**src/sv/blu_pkg.sv**
```systemverilog
`timescale 1ns / 1ps
// ----------------------------------------------------------------------------
// blu_pkg
// types and constants shared by the backward lz bit unpacker
// ----------------------------------------------------------------------------
package blu_pkg;

	localparam int unsigned HIST_DEPTH_DEF   = 4096;
	localparam int unsigned BYTES_PER_RESULT = 16;
	localparam int unsigned CNT_W            = 5;

	localparam logic [31:0] SENTINEL     = 32'h8000_0000;
	localparam logic [3:0]  LEN_CODE2    = 4'd2;
	localparam logic [3:0]  LEN_LIT_SHORT = 4'd3;
	localparam logic [3:0]  LEN_BYTE     = 4'd8;
	localparam logic [3:0]  LEN_OFF_LONG = 4'd12;
	localparam logic [3:0]  LEN_OFF_BASE = 4'd9;

	typedef enum logic {
		ITEM_WORD,
		ITEM_START
	} kind_t;

	typedef struct packed {
		kind_t       kind;
		logic [31:0] word;
	} item_t;

	typedef enum logic [1:0] {
		HDR_IDLE,
		HDR_CHECK,
		HDR_FIRST,
		HDR_DATA
	} hdr_t;

	typedef enum logic [2:0] {
		PH_PFX_A,
		PH_PFX_B,
		PH_CODE2,
		PH_LITCNT,
		PH_LITBYTE,
		PH_COPYLEN,
		PH_COPYOFF
	} phase_t;

	typedef enum logic [2:0] {
		BK_IDLE,
		BK_DECODE,
		BK_COPY_RD,
		BK_COPY_WR,
		BK_FINISH
	} bk_state_t;

endpackage

```
**src/sv/blu_front.sv**
```systemverilog
`timescale 1ns / 1ps
// ----------------------------------------------------------------------------
// blu_front
// accepts packed words, tags stream starts, two entry queue to the back end
// ----------------------------------------------------------------------------
module blu_front (
	input  logic            clk,
	input  logic            arst_n,
	input  logic            word_valid,
	output logic            word_stall,
	input  logic            stream_start,
	input  logic [31:0]     packed_word,
	output logic            q_valid,
	output blu_pkg::item_t  q_item,
	input  logic            q_pop
);
	import blu_pkg::*;

	item_t      slot_q [2];
	logic       wr_ptr_q;
	logic       rd_ptr_q;
	logic [1:0] fill_q;
	logic       push;

	assign word_stall = (fill_q == 2'd2);
	assign push       = word_valid && !word_stall;
	assign q_valid    = (fill_q != 2'd0);
	assign q_item     = slot_q[rd_ptr_q];

	always_ff @(posedge clk) begin
		if (push) begin
			slot_q[wr_ptr_q] <= '{kind: (stream_start ? ITEM_START : ITEM_WORD),
				word: packed_word};
		end
	end

	always_ff @(posedge clk or negedge arst_n) begin
		if (!arst_n) begin
			wr_ptr_q <= 1'b0;
			rd_ptr_q <= 1'b0;
			fill_q   <= 2'd0;
		end else begin
			if (push) begin
				wr_ptr_q <= !wr_ptr_q;
			end
			if (q_pop) begin
				rd_ptr_q <= !rd_ptr_q;
			end
			fill_q <= fill_q + 2'(push) - 2'(q_pop);
		end
	end

endmodule

```
**config.mk**
```make
export PLATFORM = sky130hd
export DESIGN_NAME = blu_front
export DESIGN_NICKNAME = d
export VERILOG_FILES = /design/src/sv/blu_pkg.sv /design/src/sv/blu_front.sv
export SDC_FILE = /design/constraint.sdc
export NUM_CORES = 1
export LEC_CHECK = 0
export BUFFER_PORTS_ARGS = -buffer_cell sky130_fd_sc_hd__buf_2
export CAP_MARGIN = 20
export CORE_AREA = 2 2 97 71
export CTS_CLUSTER_DIAMETER = 200
export DETAILED_ROUTE_END_ITERATION = 10
export DIE_AREA = 0 0 99 73
export PLACE_DENSITY = 0.77
export SYNTH_ARGS = -nofsm -noshare
export SYNTH_HDL_FRONTEND = slang
export SYNTH_SLANG_ARGS = --single-unit
```
**constraint.sdc**
```tcl
create_clock -name clk -period 2.5 [get_ports clk]
set_input_delay 0.125 -clock clk [delete_from_list [all_inputs] [get_ports clk]]
set_output_delay 0.125 -clock clk [all_outputs]
set_load 0.005 [all_outputs]
```
Yosys cells after proc, flatten, opt, wreduce, memory -nomap -nowiden
Memories as Yosys holds them, arrays and structs flattened. Cells that the tools add are included. Widths: inputs -> output; s select.

Bits in registers: 4. Latch bits: 0. RAM bits: 66. Bits in read-only memories: 0. Input bits: 37. Output and inout bits: 35. Word-level logic and storage cells: 15. Memories: 1.

Add/subtract/negate cells: 2. Multipliers: 0. Div/mod/pow operators: 0. $lt $le $gt $ge: 0. Equal/unequal tests: 1. Shift operators: 0. Muxes and demuxes: 3. Bitwise gates (word level): 0. Reductions and logical operators: 5.

Memory list: slot_q (words 2, bits a word 33, read ports 1, clocked after Yosys merged registers in 0, write ports 1, RTL line blu_front.sv:19) `item_t slot_q [2];`.

Operators with widths (count): $logic_not 1->1 (3); $mux 1 (3); $add 2x1->2 (1); $eq 2x2->1 const B (1); $reduce_bool 2->1 (1); $sub 2x1->2 (1); $logic_and 1x1->1 (1).

Longest topological paths before layout
Depth after elaboration: 5. Gate-level depth with buffers: 7. Gate-level depth less buffers: 7.

Worst setup path after synthesis
Ideal clock, no wire load.

Path kind: register to register. Start point: register fill_q[1]. End point: memory slot_q[0][0] in the netlist's numbering (enable). Arrival: 1.984 ns. Required time: 2.077 ns. Setup slack: 0.093 ns. Stages on the path, launching flop included: 4. Buffers on the path: 0. Period minus slack after synthesis: 2.407 ns. Cells stage by stage: dfrtp_1 nand2b_1 nand2_1 nor2_1.

Longest elaborated chain between the ends: 5.

RTL lines: from (decl) (RTL line blu_front.sv:22) `logic [1:0] fill_q;`; from (signal assigned) (RTL line blu_front.sv:49) `fill_q <= fill_q + 2'(push) - 2'(q_pop);`; $eq 2x2->1 (RTL line blu_front.sv:25) `assign word_stall = (fill_q == 2'd2);`; $logic_not 1->1 (RTL line blu_front.sv:26) `assign push = word_valid && !word_stall;`; $logic_and 1x1->1 (RTL line blu_front.sv:26); $mux 1 (RTL line blu_front.sv:31) `if (push) begin`; $mux 1 (RTL line blu_front.sv:32) `slot_q[wr_ptr_q] <= '{kind: (stream_start ? ITEM_START : ITEM_WORD),`; to (decl) (RTL line blu_front.sv:19).

No other way between the ends.

==> run summary <==
Setup ws final = 611 ps
Max-Cap Viols = 0
Crit Reg-Reg Startpoint = fill_q[1]
H-tree lvl count = 3
Wirelength per Cell = 15.6 um
Slew Limit Headroom = 0.688
Layout Skew = 13.5 ps
Worst hold path type = in2async
Main synth FF type = edfxtp_1
Layout Area Growth over Synthesis = 38.1%
Peak VDD IR = 0.000679 V
Synth Register Bits = 70
Die area = 0.00723 mm2
Number of warnings issued by yosys = 0
DRC = 0
Critical Path RT = 2380 ps
TritonCTS clock tree = built
Final setup vio count = 0
Synthesized area per cell = 22.7 um2
Fin nets = 276
Via count = 1463
Worst hold slack = 121 ps
Max Freq = 529 MHz
Final hold vios = 0
Top cells by area, synth = edfxtp_1, mux2_4, dfrtp_1, buf_12, mux2_2
# fillers = 476
Asr flop ratio synth = 0.0571
Slew @ Worst Pin = 468 ps
Area of the multi-input gates = 574 um2
Number of flops mapped to enable cells by yosys = 66
Inserted Clock Buffers = 9
Port bufs = 71
Crit start category = flip-flop
Netlist cell types = 15
Reg2reg path depth = 7
Die Span X = 99 um
Reg2reg end = fill_q[1]
Setup TNS = 0 ps
Crit path max fanout = 20
Clk root buf = clkbuf_8
Yosys top cell by area = edfxtp_1
Reg-to-reg slack, setup = 910 ps
Hpwl dp = 3.11 mm
Syn nets = 159
Commonest cells in the netlist = edfxtp_1, mux2_4, dfrtp_1, mux2_2
Clk sink count = 70
Min cycle time layout = 1890 ps
Unrepaired setup endpoints after global routing = false
CTS Buffer Depth = 2
CP endpoint kind = primary output
Effective utilization at floorplan = 0.425
Pwr per Cell Area = 1070 mW/mm2
Pre-CTS setup slack = 933 ps
Flip-flop and latch area = 0.00208 mm2
Vias per cell = 4.53
Clock Latency Late Sink = 340 ps
Gpl congestion = 0.646
GRT Total Usage = 0.145
Sequential-to-total area share from yosys stat = 0.763
Antenna violations before repair = 0
WL final = 5.04 mm
Post-Syn Area = 0.00273 mm2
DRT Pass-1 Iters = 5
Fin. max-slew vios = 0
Fin crit share = 0.756
Largest net degree at the start of global routing = 23
Cell count after synthesis = 120
I/O pin count = 72
Number of hold buffers added after cts = 35
Static leakage = 1.54 nW
Std-Cell Rows = 25
Worst path arrival time = 1760 ps
Final global-route overflow total = 0
Run status = finished clean
Crit path kind = reg2out
Routed Antenna Nets = 0
Ant. Diodes = 0
Yosys top cell area share = 0.727
Post-CTS Resized = 0
DR iter-0 viols = 63
Die height = 73 um
Clock transition at the registers of the reported paths = 80 ps
Setup Buffers After CTS = 0
Core area = 0.00641 mm2
Vias in the first global route = 1545
First-pass GRT wire length = 7.42 mm
Most frequent cell after synthesis = edfxtp_1
Share of cells above drive strength 1 = 0.517
[worst max-delay path, cell delays in order, from the launching register on]
cell and delay, ps:
dfrtp_2 670, buf_12 250, mux2_2 360, buf_2 130
[metal layers]
metal / vias up / wire [um] / global-route usage
li1: 697 / - / -
met1: 706 / 2140 / 0.163
met2: 56 / 2560 / 0.250
met3: 4 / 301 / 0.0613
met4: 0 / 43 / 0.0502
met5: - / 0 / 0
[layout by cell type, fill, tap and decap left out, drive strengths merged]
master / netlist / layout
xor2: 1 / 1
and3: 1 / 1
nand2b: 1 / 1
buf: 4 / 75
or2: 1 / 1
nand2: 1 / 1
bufinv: 0 / 3
ha: 2 / 2
dlygate4sd3: 0 / 35
edfxtp: 66 / 66
dfrtp: 4 / 4
clkinv: 0 / 2
inv: 2 / 2
clkbuf: 0 / 11
nor2: 1 / 1
mux2: 33 / 33
xnor2: 3 / 3
[state kept, by name, indices dropped and copies added, names as in the netlist]
name      count
rd_ptr_q      1
slot_q       66
wr_ptr_q      1
fill_q        2
[metrics by stage]
| step | util | area (um2) | std cells | power [mW] |
|---|---|---|---|---|
| after CTS | 0.587 | 3770 | 323 | 4.09 |
| after detailed placement | 0.495 | 3180 | 272 | 2.96 |
| after floorplan | - | 2730 | 120 | 2.59 |
| final | 0.587 | 3770 | 323 | 4.04 |
| after global placement | 0.495 | 3180 | 272 | 2.93 |
| after global routing | 0.587 | 3770 | 323 | 4.25 |
[logic make-up (layout without fill, tap and decap cells)]
logic type / count (synthesis) / after routing / share of synthesized area
XOR/XNOR: 4 / 4 / 0.0128
multiplexers: 33 / 33 / 0.176
adder cells (fa/ha/maj): 2 / 2 / 0.00917
buffers and inverters: 6 / 128 / 0.0289
flip-flops: 70 / 70 / 0.763
AND/OR/NAND/NOR: 5 / 5 / 0.00963
[report_power, final]
| part | switching (mW) | leakage (nW) | internal [mW] |
|---|---|---|---|
| logic | 0.491 | 0.762 | 0.719 |
| registers | 0.147 | 0.658 | 1.61 |
| clock network | 0.408 | 0.118 | 0.667 |
[worst max path at each step]
stage | slack (ps) | from | endpoint | cells past startpoint
6_report | 610 | rd_ptr_q | q_item[32] | 3
3_3_place_gp | 980 | fill_q[1] | slot_q[0][8] | 4
2_1_floorplan | 90 | fill_q[1] | slot_q[0][0] | 3
3_5_place_dp | 930 | fill_q[1] | slot_q[0][15] | 4
4_1_cts | 590 | rd_ptr_q | q_item[2] | 3
5_1_grt | 510 | rd_ptr_q | q_item[32] | 3
[area by class of cell]
type	count	area share
clock inverters	5	0.0286
clock buffers	11	0.0349
multi-input cells	44	0.152
well taps	81	0.0269
inverters	2	0.00199
flip-flops and latches	70	0.553
repair buffers	110	0.202
(Power assumes the default switching activity.)
